[config.mk]
export PLATFORM = sky130hd
export DESIGN_NAME = elgamal_byte_cipher_top
export DESIGN_NICKNAME = d
export VERILOG_FILES = /design/src/hw/rtl/elg_pkg.sv /design/src/hw/rtl/elg_mulmod.sv /design/src/hw/rtl/elg_seq.sv /design/src/hw/rtl/elgamal_byte_cipher_top.sv
export SDC_FILE = /design/constraint.sdc
export NUM_CORES = 1
export LEC_CHECK = 0
export ABC_CLOCK_PERIOD_IN_PS = 4750
export BUFFER_PORTS_ARGS = -buffer_cell sky130_fd_sc_hd__buf_2
export CAP_MARGIN = 0
export CORE_MARGIN = 3
export CORE_UTILIZATION = 40
export CTS_CLUSTER_SIZE = 24
export DETAILED_ROUTE_END_ITERATION = 10
export GPL_TIMING_DRIVEN = 0
export PLACE_DENSITY = 0.57
export SYNTH_ARGS = -nofsm -noshare
export SYNTH_HDL_FRONTEND = slang
export SYNTH_HIERARCHICAL = 1
export SYNTH_SLANG_ARGS = --single-unit
[constraint.sdc]
create_clock -name clk_i -period 4.75 [get_ports clk_i]
set_input_delay 0.475 -clock clk_i [delete_from_list [all_inputs] [get_ports clk_i]]
set_output_delay 0.475 -clock clk_i [all_outputs]
set_load 0.03 [all_outputs]
[src/hw/rtl/elg_pkg.sv]
// ----------------------------------------------------------------------------
// elg_pkg: shared types and constants of the ElGamal byte cipher
// Payload structs of both transfer directions, register map, reset values.
// ----------------------------------------------------------------------------
package elg_pkg;

  // Default width of the modular datapath
  localparam int unsigned MOD_WIDTH_DEF = 16;

  // Fixed widths of the register and item fields
  localparam int unsigned CFG_WIDTH   = 16;
  localparam int unsigned FIELD_WIDTH = 16;
  localparam int unsigned BYTE_WIDTH  = 8;

  // APB register map: register i at byte address 4*i
  localparam int unsigned ADDR_WIDTH = 4;
  localparam int unsigned DATA_WIDTH = 32;
  localparam int unsigned IDX_WIDTH  = 2;

  localparam logic [IDX_WIDTH-1:0] REG_PRIME_MODULUS = 2'd0;
  localparam logic [IDX_WIDTH-1:0] REG_GENERATOR     = 2'd1;
  localparam logic [IDX_WIDTH-1:0] REG_PRIVATE_KEY   = 2'd2;

  localparam logic [CFG_WIDTH-1:0] PRIME_MODULUS_RST = 16'd593;
  localparam logic [CFG_WIDTH-1:0] GENERATOR_RST     = 16'd123;
  localparam logic [CFG_WIDTH-1:0] PRIVATE_KEY_RST   = 16'd8;

  // Operation codes
  localparam logic MODE_ENCRYPT = 1'b0;
  localparam logic MODE_DECRYPT = 1'b1;

  typedef struct packed {
    logic                   mode;
    logic [BYTE_WIDTH-1:0]  message_byte;
    logic [FIELD_WIDTH-1:0] nonce;
    logic [FIELD_WIDTH-1:0] cipher_first;
    logic [FIELD_WIDTH-1:0] cipher_second;
  } in_item_t;

  typedef struct packed {
    logic                   result_mode;
    logic [FIELD_WIDTH-1:0] out_first;
    logic [FIELD_WIDTH-1:0] out_second;
    logic [BYTE_WIDTH-1:0]  out_plain;
  } out_item_t;

endpackage

[src/hw/rtl/elg_mulmod.sv]
// ----------------------------------------------------------------------------
// elg_mulmod: bit-serial modular multiplier
// Interleaved shift-add: one bit of operand A per cycle, MSB first,
// accumulator kept below the modulus. Operand B must be below the modulus.
// ----------------------------------------------------------------------------
module elg_mulmod #(
  parameter int unsigned MOD_WIDTH = elg_pkg::MOD_WIDTH_DEF,
  parameter int unsigned SER_WIDTH = elg_pkg::FIELD_WIDTH
) (
  input  logic                 clk_i,
  input  logic                 rst_ni,
  input  logic                 start_i,
  input  logic [SER_WIDTH-1:0] op_a_i,
  input  logic [MOD_WIDTH-1:0] op_b_i,
  input  logic [MOD_WIDTH-1:0] modulus_i,
  output logic                 done_o,
  output logic [MOD_WIDTH-1:0] product_o
);

  localparam int unsigned CNT_W = $clog2(SER_WIDTH + 1);
  localparam int unsigned ACC_W = MOD_WIDTH + 2;

  logic                 busy_q, done_q;
  logic [CNT_W-1:0]     cnt_q;
  logic [SER_WIDTH-1:0] a_q;
  logic [MOD_WIDTH-1:0] b_q, m_q, acc_q, acc_d;

  logic [ACC_W-1:0] sum, m1, m2;

  // acc*2 + bit*b < 3m, so at most 2m comes off
  always_comb begin
    m1  = ACC_W'(m_q);
    m2  = ACC_W'({m_q, 1'b0});
    sum = ACC_W'({acc_q, 1'b0}) + (a_q[SER_WIDTH-1] ? ACC_W'(b_q) : '0);
    if (sum >= m2) begin
      acc_d = MOD_WIDTH'(sum - m2);
    end else if (sum >= m1) begin
      acc_d = MOD_WIDTH'(sum - m1);
    end else begin
      acc_d = MOD_WIDTH'(sum);
    end
  end

  always_ff @(posedge clk_i or negedge rst_ni) begin
    if (!rst_ni) begin
      busy_q <= 1'b0;
      done_q <= 1'b0;
      cnt_q  <= '0;
    end else if (start_i) begin
      busy_q <= 1'b1;
      done_q <= 1'b0;
      cnt_q  <= CNT_W'(SER_WIDTH);
    end else if (busy_q) begin
      cnt_q <= cnt_q - CNT_W'(1);
      if (cnt_q == CNT_W'(1)) begin
        busy_q <= 1'b0;
        done_q <= 1'b1;
      end
    end else begin
      done_q <= 1'b0;
    end
  end

  always_ff @(posedge clk_i) begin
    if (start_i) begin
      a_q   <= op_a_i;
      b_q   <= op_b_i;
      m_q   <= modulus_i;
      acc_q <= '0;
    end else if (busy_q) begin
      a_q   <= {a_q[SER_WIDTH-2:0], 1'b0};
      acc_q <= acc_d;
    end
  end

  assign done_o    = done_q;
  assign product_o = acc_q;

endmodule

[src/hw/rtl/elg_seq.sv]
// ----------------------------------------------------------------------------
// elg_seq: operation sequencer (decrypt also reduces the key mod p-1)
// Runs base reduction, MSB-first square-and-multiply over an exponent shift
// register, and the final product, issuing one multiply at a time.
// ----------------------------------------------------------------------------
module elg_seq #(
  parameter int unsigned MOD_WIDTH = elg_pkg::MOD_WIDTH_DEF,
  parameter int unsigned SER_WIDTH = elg_pkg::FIELD_WIDTH
) (
  input  logic                 clk_i,
  input  logic                 rst_ni,
  input  logic                 start_i,
  input  elg_pkg::in_item_t    cmd_i,
  output logic                 busy_o,
  input  logic [MOD_WIDTH-1:0] modulus_i,
  input  logic [MOD_WIDTH-1:0] generator_i,
  input  logic [MOD_WIDTH-1:0] key_i,
  output elg_pkg::out_item_t   result_o,
  output logic                 valid_o,
  output logic                 mul_start_o,
  output logic [SER_WIDTH-1:0] mul_a_o,
  output logic [MOD_WIDTH-1:0] mul_b_o,
  output logic [MOD_WIDTH-1:0] mul_mod_o,
  input  logic                 mul_done_i,
  input  logic [MOD_WIDTH-1:0] mul_res_i
);

  localparam int unsigned CNT_W = $clog2(SER_WIDTH + 1);

  typedef enum logic [5:0] {
    ST_IDLE = 6'b000001,
    ST_RED  = 6'b000010,
    ST_KEY  = 6'b000100,
    ST_SQR  = 6'b001000,
    ST_MUL  = 6'b010000,
    ST_FIN  = 6'b100000
  } state_e;

  // encrypt runs three powers: y = g^x, a = g^k, y^k
  typedef enum logic [1:0] {
    PASS_PUB    = 2'd0,
    PASS_FIRST  = 2'd1,
    PASS_SECOND = 2'd2
  } pass_e;

  state_e               state_q, state_d;
  pass_e                pass_q, pass_d;
  logic [CNT_W-1:0]     bcnt_q, bcnt_d;
  logic                 valid_q, valid_d;
  elg_pkg::out_item_t   res_q, res_d;
  logic [SER_WIDTH-1:0] exp_q, exp_d;
  logic                 mode_q, mode_d;
  logic [elg_pkg::BYTE_WIDTH-1:0]  msg_q, msg_d;
  logic [elg_pkg::FIELD_WIDTH-1:0] k_q, k_d, cb_q, cb_d;
  logic [MOD_WIDTH-1:0] base_q, base_d, y_q, y_d, first_q, first_d;

  logic [MOD_WIDTH-1:0] one_p, pm1, one_pm1;
  logic                 pow_done, pow_go, sq_go;
  logic [MOD_WIDTH-1:0] pow_val, sq_val;
  logic [SER_WIDTH-1:0] pow_exp;

  assign one_p   = (modulus_i == MOD_WIDTH'(1)) ? '0 : MOD_WIDTH'(1);
  assign pm1     = modulus_i - MOD_WIDTH'(1);
  assign one_pm1 = (pm1 <= MOD_WIDTH'(1)) ? '0 : MOD_WIDTH'(1);

  always_comb begin
    state_d  = state_q;
    pass_d   = pass_q;
    bcnt_d   = bcnt_q;
    valid_d  = 1'b0;
    res_d    = res_q;
    exp_d    = exp_q;
    mode_d   = mode_q;
    msg_d    = msg_q;
    k_d      = k_q;
    cb_d     = cb_q;
    base_d   = base_q;
    y_d      = y_q;
    first_d  = first_q;
    mul_start_o = 1'b0;
    mul_a_o     = '0;
    mul_b_o     = one_p;
    mul_mod_o   = modulus_i;
    pow_done = 1'b0;
    pow_val  = '0;
    pow_go   = 1'b0;
    pow_exp  = '0;
    sq_go    = 1'b0;
    sq_val   = '0;

    unique case (state_q)
      ST_IDLE: begin
        if (start_i) begin
          mode_d = cmd_i.mode;
          msg_d  = cmd_i.message_byte;
          k_d    = cmd_i.nonce;
          cb_d   = cmd_i.cipher_second;
          if (cmd_i.mode == elg_pkg::MODE_ENCRYPT) begin
            if (cmd_i.message_byte != '0) begin
              mul_start_o = 1'b1;
              mul_a_o     = SER_WIDTH'(generator_i);
              state_d     = ST_RED;
            end
          end else if (cmd_i.cipher_first != '0 && cmd_i.cipher_second != '0) begin
            mul_start_o = 1'b1;
            mul_a_o     = SER_WIDTH'(cmd_i.cipher_first);
            state_d     = ST_RED;
          end
        end
      end
      ST_RED: begin
        if (mul_done_i) begin
          base_d = mul_res_i;
          if (mode_q == elg_pkg::MODE_ENCRYPT) begin
            pass_d  = PASS_PUB;
            pow_go  = 1'b1;
            pow_exp = SER_WIDTH'(key_i);
          end else begin
            // x mod (p-1) for the decrypt exponent
            mul_start_o = 1'b1;
            mul_a_o     = SER_WIDTH'(key_i);
            mul_b_o     = one_pm1;
            mul_mod_o   = pm1;
            state_d     = ST_KEY;
          end
        end
      end
      ST_KEY: begin
        if (mul_done_i) begin
          pow_go  = 1'b1;
          pow_exp = SER_WIDTH'(pm1 - mul_res_i);
        end
      end
      ST_SQR: begin
        if (mul_done_i) begin
          if (exp_q[SER_WIDTH-1]) begin
            mul_start_o = 1'b1;
            mul_a_o     = SER_WIDTH'(mul_res_i);
            mul_b_o     = base_q;
            state_d     = ST_MUL;
          end else begin
            exp_d  = {exp_q[SER_WIDTH-2:0], 1'b0};
            bcnt_d = bcnt_q - CNT_W'(1);
            if (bcnt_q == CNT_W'(1)) begin
              pow_done = 1'b1;
              pow_val  = mul_res_i;
            end else begin
              sq_go  = 1'b1;
              sq_val = mul_res_i;
            end
          end
        end
      end
      ST_MUL: begin
        if (mul_done_i) begin
          exp_d  = {exp_q[SER_WIDTH-2:0], 1'b0};
          bcnt_d = bcnt_q - CNT_W'(1);
          if (bcnt_q == CNT_W'(1)) begin
            pow_done = 1'b1;
            pow_val  = mul_res_i;
          end else begin
            sq_go   = 1'b1;
            sq_val  = mul_res_i;
            state_d = ST_SQR;
          end
        end
      end
      ST_FIN: begin
        if (mul_done_i) begin
          valid_d = 1'b1;
          state_d = ST_IDLE;
          if (mode_q == elg_pkg::MODE_ENCRYPT) begin
            res_d.result_mode = elg_pkg::MODE_ENCRYPT;
            res_d.out_first   = elg_pkg::FIELD_WIDTH'(first_q);
            res_d.out_second  = elg_pkg::FIELD_WIDTH'(mul_res_i);
            res_d.out_plain   = '0;
          end else begin
            res_d.result_mode = elg_pkg::MODE_DECRYPT;
            res_d.out_first   = '0;
            res_d.out_second  = '0;
            res_d.out_plain   = elg_pkg::BYTE_WIDTH'(mul_res_i);
          end
        end
      end
      default: state_d = ST_IDLE;
    endcase

    // end of one power: pick the next one or the final product
    if (pow_done) begin
      if (mode_q == elg_pkg::MODE_ENCRYPT) begin
        case (pass_q)
          PASS_PUB: begin
            y_d     = pow_val;
            pass_d  = PASS_FIRST;
            pow_go  = 1'b1;
            pow_exp = SER_WIDTH'(k_q);
          end
          PASS_FIRST: begin
            first_d = pow_val;
            base_d  = y_q;
            pass_d  = PASS_SECOND;
            pow_go  = 1'b1;
            pow_exp = SER_WIDTH'(k_q);
          end
          default: begin
            mul_start_o = 1'b1;
            mul_a_o     = SER_WIDTH'(msg_q);
            mul_b_o     = pow_val;
            state_d     = ST_FIN;
          end
        endcase
      end else begin
        mul_start_o = 1'b1;
        mul_a_o     = SER_WIDTH'(cb_q);
        mul_b_o     = pow_val;
        state_d     = ST_FIN;
      end
    end

    if (pow_go) begin
      exp_d   = pow_exp;
      bcnt_d  = CNT_W'(SER_WIDTH);
      state_d = ST_SQR;
      sq_go   = 1'b1;
      sq_val  = one_p;
    end

    if (sq_go) begin
      mul_start_o = 1'b1;
      mul_a_o     = SER_WIDTH'(sq_val);
      mul_b_o     = sq_val;
      mul_mod_o   = modulus_i;
    end
  end

  always_ff @(posedge clk_i or negedge rst_ni) begin
    if (!rst_ni) begin
      state_q <= ST_IDLE;
      pass_q  <= PASS_PUB;
      bcnt_q  <= '0;
      valid_q <= 1'b0;
    end else begin
      state_q <= state_d;
      pass_q  <= pass_d;
      bcnt_q  <= bcnt_d;
      valid_q <= valid_d;
    end
  end

  always_ff @(posedge clk_i) begin
    res_q   <= res_d;
    exp_q   <= exp_d;
    mode_q  <= mode_d;
    msg_q   <= msg_d;
    k_q     <= k_d;
    cb_q    <= cb_d;
    base_q  <= base_d;
    y_q     <= y_d;
    first_q <= first_d;
  end

  assign busy_o   = (state_q != ST_IDLE);
  assign valid_o  = valid_q;
  assign result_o = res_q;

endmodule

[src/hw/rtl/elgamal_byte_cipher_top.sv]
// ----------------------------------------------------------------------------
// elgamal_byte_cipher_top: ElGamal byte encrypt / decrypt over a small prime
// Work: every modular multiply runs on the bit-serial multiplier; with
//   S = max(MOD_WIDTH, 16), encrypt takes (2 + 3*S + ones(x) + 2*ones(k))
//   multiplies and decrypt takes (3 + S + ones(e)) multiplies.
// Throughput: one item at a time; busy is high until the result strobe.
// Reset: asynchronous, active low; registers return to p=593, g=123, x=8.
// The receiver cannot stall: each result is shown for exactly one cycle.
// ----------------------------------------------------------------------------
module elgamal_byte_cipher_top #(
  parameter int unsigned MOD_WIDTH = elg_pkg::MOD_WIDTH_DEF
) (
  input  logic                                clk_i,
  input  logic                                rst_ni,
  // APB configuration port
  input  logic                                psel,
  input  logic                                penable,
  input  logic                                pwrite,
  input  logic [elg_pkg::ADDR_WIDTH-1:0]      paddr,
  input  logic [elg_pkg::DATA_WIDTH-1:0]      pwdata,
  output logic [elg_pkg::DATA_WIDTH-1:0]      prdata,
  output logic                                pready,
  // command channel
  input  logic                                start,
  output logic                                busy,
  input  elg_pkg::in_item_t                   cmd_i,
  // result channel
  output logic                                out_valid_o,
  output elg_pkg::out_item_t                  result_o
);

  // serial operand and exponent length: wide enough for the modulus and for
  // the 16-bit nonce and ciphertext fields
  localparam int unsigned SER_WIDTH =
    (MOD_WIDTH > elg_pkg::FIELD_WIDTH) ? MOD_WIDTH : elg_pkg::FIELD_WIDTH;

  // --------------------------------------------------------------------------
  // Configuration registers
  // --------------------------------------------------------------------------
  logic [elg_pkg::CFG_WIDTH-1:0] prime_q, gen_q, key_q;
  logic [elg_pkg::IDX_WIDTH-1:0] reg_idx;
  logic                          wr_en;

  assign reg_idx = paddr[elg_pkg::ADDR_WIDTH-1:2];
  assign wr_en   = psel & penable & pwrite;
  assign pready  = 1'b1;

  always_ff @(posedge clk_i or negedge rst_ni) begin
    if (!rst_ni) begin
      prime_q <= elg_pkg::PRIME_MODULUS_RST;
      gen_q   <= elg_pkg::GENERATOR_RST;
      key_q   <= elg_pkg::PRIVATE_KEY_RST;
    end else if (wr_en) begin
      unique case (reg_idx)
        elg_pkg::REG_PRIME_MODULUS: prime_q <= pwdata[elg_pkg::CFG_WIDTH-1:0];
        elg_pkg::REG_GENERATOR:     gen_q   <= pwdata[elg_pkg::CFG_WIDTH-1:0];
        elg_pkg::REG_PRIVATE_KEY:   key_q   <= pwdata[elg_pkg::CFG_WIDTH-1:0];
        default: ;  // unmapped address: write ignored
      endcase
    end
  end

  always_comb begin
    unique case (reg_idx)
      elg_pkg::REG_PRIME_MODULUS: prdata = elg_pkg::DATA_WIDTH'(prime_q);
      elg_pkg::REG_GENERATOR:     prdata = elg_pkg::DATA_WIDTH'(gen_q);
      elg_pkg::REG_PRIVATE_KEY:   prdata = elg_pkg::DATA_WIDTH'(key_q);
      default:                    prdata = '0;
    endcase
  end

  // register values taken in their low MOD_WIDTH bits; p below two acts as 1
  logic [MOD_WIDTH-1:0] p_w, p_eff, g_w, x_w;

  assign p_w   = MOD_WIDTH'(prime_q);
  assign p_eff = (p_w < MOD_WIDTH'(2)) ? MOD_WIDTH'(1) : p_w;
  assign g_w   = MOD_WIDTH'(gen_q);
  assign x_w   = MOD_WIDTH'(key_q);

  // --------------------------------------------------------------------------
  // Sequencer and the shared bit-serial multiplier
  // --------------------------------------------------------------------------
  logic                 mul_start, mul_done;
  logic [SER_WIDTH-1:0] mul_a;
  logic [MOD_WIDTH-1:0] mul_b, mul_mod, mul_res;

  elg_seq #(
    .MOD_WIDTH (MOD_WIDTH),
    .SER_WIDTH (SER_WIDTH)
  ) u_seq (
    .clk_i       (clk_i),
    .rst_ni      (rst_ni),
    .start_i     (start),
    .cmd_i       (cmd_i),
    .busy_o      (busy),
    .modulus_i   (p_eff),
    .generator_i (g_w),
    .key_i       (x_w),
    .result_o    (result_o),
    .valid_o     (out_valid_o),
    .mul_start_o (mul_start),
    .mul_a_o     (mul_a),
    .mul_b_o     (mul_b),
    .mul_mod_o   (mul_mod),
    .mul_done_i  (mul_done),
    .mul_res_i   (mul_res)
  );

  elg_mulmod #(
    .MOD_WIDTH (MOD_WIDTH),
    .SER_WIDTH (SER_WIDTH)
  ) u_mulmod (
    .clk_i     (clk_i),
    .rst_ni    (rst_ni),
    .start_i   (mul_start),
    .op_a_i    (mul_a),
    .op_b_i    (mul_b),
    .modulus_i (mul_mod),
    .done_o    (mul_done),
    .product_o (mul_res)
  );

  // --------------------------------------------------------------------------
  // Assertions
  // --------------------------------------------------------------------------

  // a result strobe only ends a busy stretch
  a_result_after_busy: assert property (@(posedge clk_i) disable iff (!rst_ni)
    out_valid_o |-> $past(busy))
    else $error("result strobe without preceding work");

  // a valid encrypt transfer always starts work
  a_encrypt_starts: assert property (@(posedge clk_i) disable iff (!rst_ni)
    (start && !busy && cmd_i.mode == elg_pkg::MODE_ENCRYPT &&
     cmd_i.message_byte != '0) |=> busy)
    else $error("encrypt transfer accepted but no work started");

  // ciphertext parts are reduced below the effective modulus
  a_cipher_reduced: assert property (@(posedge clk_i) disable iff (!rst_ni)
    (out_valid_o && result_o.result_mode == elg_pkg::MODE_ENCRYPT) |->
      (32'(result_o.out_first) < 32'(p_eff) && 32'(result_o.out_second) < 32'(p_eff)))
    else $error("ciphertext part not below modulus");

endmodule
==> flow_summary_export.csv <==
group,metric,value,unit
routing,wl_per_cell,23.4,µm
global_route,antenna_found_initial,0,
synth,synth_edf_count,178,
floorplan,die_w,206,µm
flow_run,drv_cap,0,
sta,period_needed,4.64,ns
placed_design,gp_congestion,0.942,
floorplan,core-area,39000,µm²
synth,yosys.area_share.simple,13.3,%
sta,worst_pin_slew,1.09,ns
sta,setup-tns-final,0,ns
synth,synthArstFlopShare,24.7,%
synth,synthXorXnorAreaFrac,5.31,%
sta,whs,0.0787,ns
routing,wirelength,52100,µm
global_route,grt_max_degree,50,
cts,clkTransAtPathRegs,0.06,ns
worst_setup_path,reg2reg_depth,21,
sta,fin_worst_skew,0.0194,ns
finish,nets,1857,
global_route,grt_overflow,0,
pwr,p_per_area,714,nW/µm²
pwr,irDropWorstVdd,0.000352,V
min_path,holdCritPathClass,"input pin to flip-flop",
finish,layout_common_cells,"edfxtp_1 (178), buf_2 (144), nor2_1 (104)",
floorplan,pin_count,175,
finish,final_util,48.2,%
run_status,run_status,"complete, no violations",
global_route,grt_pass1_vias,12200,
routing,dr_total_vias,12800,
worst_setup_path,path_cells,"and2_4 > ha_1 > inv_1 > fa_1 > nand2b_4 > a21oi_4 > nor4_4 > o311ai_2 > a21oi_1 > xnor2_2 > buf_4 > ha_1 > nand2_1 > nor3_1 > a221oi_2 > o21a_2 > and3_1 > buf_6 > buf_12 > mux2i_4 > o22ai_1",
synth,syn_inst,1473,
worst_setup_path,critPathArrivalTime,5.07,ns
sta,period_share,97.8,%
pwr,seqPwrFrac,28.3,%
cts,cts_tree,"done",
routing,drt-pass1-iter-count,5,
sta,hold_viol,0,
floorplan,initial_core_util,40.9,%
global_route,grt_use_total,24.2,%
cts,clock-sinks,279,
sta,setup_viol,0,
pwr,combinationalPowerShare,54.1,%
routing,drc,0,
finish,fill_cells,3689,
cts,clockBufferDepth,3,
routing,routed_via_density,5.76,
worst_setup_path,worst_path_max_delay_cell,"edfxtp_1",
pwr,internal_power,7.62,mW
worst_setup_path,crit_top_cell,"ha_1",
global_route,grt_pass1_wl,77200,µm
pwr,pwr-share-clk,17.6,%
synth,syn_avg_cell_area,10.8,µm²
sta,slew_headroom,26.7,%
synth,synth-seq-area-share,48.5,%
cts,cts-root-buf,"clkbuf_16",
worst_setup_path,worstSetupPathType,"flip-flop to flip-flop",
synth,ys.warnings.count,6,
cts,cts_buffers,31,
worst_setup_path,max_stage_delay,0.53,ns
sta,slew_violations,0,
pwr,p_leak,7.52,nW
sta,fmax,215,MHz
synth,ys.flop_type,"edfxtp_1",
worst_setup_path,worstSetupEndpointType,"flip-flop",
routing,drtAntennaViolNets,0,
synth,yosys.area_share.adder,6.00,%
worst_setup_path,cp.required,5.18,ns
placed_design,hpwl,39000,µm
min_path,holdPathStages,1,
synth,synthMuxAreaShare,6.95,%
finish,final_common_cell,"edfxtp_1",
pwr,swShare,43.3,%
floorplan,die_area,42300,µm²
floorplan,die_h,206,µm
cts,clk_latency,0.58,ns
worst_setup_path,cp_max_fo,10,
finish,area_growth,18.0,%
finish,antennaDiodeCount,0,
routing,drt_iter0_markers,1240,
placed_design,io_buffers,139,
synth,synth_top_family_by_area,"compound AO/OA/AOI/OAI gates",
synth,netlist_area,15900,µm²
worst_setup_path,worstSetupStartpointType,"flip-flop",
synth,ys_seq_elements,279,
synth,synth.distinct_cells,94,
floorplan,row_count,72,
pwr,p_sw,5.81,mW
cts,htreeDepth,1,
finish,layout-drive-gt1-share,22.4,%
synth,synth_compound_gate_area_share,15.4,%
==> registers in the layout, indices dropped and copies added (netlist names), 8 cells and up <==
| signal | count |
|---|---|
| key_q | 16 |
| g_w | 16 |
| u_mulmod/b_q | 16 |
| p_w | 16 |
| u_seq/result_o | 41 |
| u_seq/exp_q | 16 |
| u_mulmod/product_o | 16 |
| u_mulmod/a_q | 16 |
| u_seq/k_q | 16 |
| u_seq/cb_q | 16 |
| u_seq/base_q | 16 |
| u_mulmod/m_q | 16 |
| u_seq/y_q | 16 |
| u_seq/first_q | 16 |
| u_seq/msg_q | 8 |
==> timing repair <==
action,CTS,global route
hold endpoints to repair,19,0
cloned,2,0
pin swaps,5,14
gates resized for setup,17,35
setup buffers,5,11
setup endpoints to repair,55,43
hold buffers,1,0
==> cells by family after synthesis <==
group | count (synthesis)
adders and majority gates | 74
other | 2
muxes | 99
AOI/OAI and AO/OA | 354
buffers and inverters | 160
DFF | 279
xor gates and xnor gates | 91
and+or+nand+nor | 414
==> synthesized netlist by cell type (5+ instances only) <==
master,instances,share of area [%]
dfxtp_1,32,4.0
o21a_1,9,0.42
a222oi_1,18,1.1
inv_1,67,1.6
nand2_1,91,2.1
nor2b_1,25,0.98
a22oi_1,15,0.71
o21bai_1,7,0.33
nor4_1,22,0.86
ha_1,70,5.5
or3_1,10,0.39
nand4_1,6,0.24
and3_1,10,0.39
mux2_4,10,0.94
buf_4,21,0.99
a211oi_1,14,0.66
xnor2_1,55,3.0
o21ai_0,69,2.2
nor2_1,105,2.5
a21oi_1,85,2.7
mux2_2,53,3.7
a22o_1,25,1.4
clkbuf_1,58,1.4
dfrtp_1,57,8.9
a21o_1,15,0.71
nor3_1,43,1.3
xor2_1,32,1.8
o211ai_1,19,0.89
nand2b_1,10,0.39
buf_2,8,0.25
or4_1,5,0.24
a31oi_1,7,0.27
nand3_1,31,0.97
dfstp_2,12,2.0
and2_1,24,0.94
mux2i_1,36,2.3
edfxtp_1,178,34
==> stage by stage <==
stage	area, µm²	power, mW	instances	setup slack [ns]
3_3_place_gp	17300	10.2	2145	-1.66
5_1_grt	18800	14.2	2226	-0.0322
4_1_cts	18500	12.9	2215	0.00901
3_5_place_dp	17400	10.3	2150	-1.01
2_1_floorplan	16000	8.34	1488	0.375
6_report	18800	13.4	2226	0.107
==> power by group through the flow <==
stage	Combinational, mW	Clock [mW]	Sequential [mW]
2_1_floorplan	4.87	0	3.47
3_3_place_gp	6.40	0	3.83
3_5_place_dp	6.45	0	3.84
4_1_cts	6.68	2.41	3.79
5_1_grt	7.86	2.51	3.84
6_report	7.27	2.36	3.80
==> layout make-up <==
| cell class | count | area, µm² | area share (%) |
|---|---|---|---|
| Inverter | 67 | 259 | 1.38 |
| Tap cell | 518 | 648 | 3.45 |
| Multi-Input combinational cell | 1049 | 7760 | 41.3 |
| Clock buffer | 43 | 831 | 4.42 |
| Buffer | 93 | 504 | 2.68 |
| Sequential cell | 279 | 7730 | 41.1 |
| Timing Repair inverter | 2 | 10.0 | 0.0532 |
| Timing Repair Buffer | 161 | 913 | 4.86 |
| Clock inverter | 14 | 149 | 0.792 |
==> critical path, delay by kind of cell (launching register included) <==
kind | cells | cell delay, ns
flops | 1 | 0.53
simple gates | 6 | 0.81
compound gates | 6 | 1.23
fa+ha+maj | 3 | 0.95
xor+xnor | 1 | 0.18
buf+inv | 4 | 0.54
mux | 1 | 0.25
==> routing by layer <==
layer	vias to the layer above	wire, µm	GRT usage [%]
met1	6256	23200	35.1
li1	5905	-	-
met2	563	23600	37.7
met3	97	3740	3.73
met5	-	0	0
met4	0	1510	6.59
==> path summary, 6_finish.rpt <==
path | from | to | slack [ns]
worst max register to register | u_mulmod/a_q[15] | u_mulmod/product_o[3] | 0.11
worst min-delay path | cmd_i[33] | u_seq/k_q[1] | 0.08
max in group asynchronous | rst_ni | u_seq/state_q[0] | 3.77
min in group asynchronous | rst_ni | u_mulmod/done_o | 0.34
worst min register to register | u_seq/y_q[0] | u_seq/base_q[0] | 0.50
worst max-delay path | u_mulmod/a_q[15] | u_mulmod/product_o[3] | 0.11
Power figures use the tool's default switching activity.
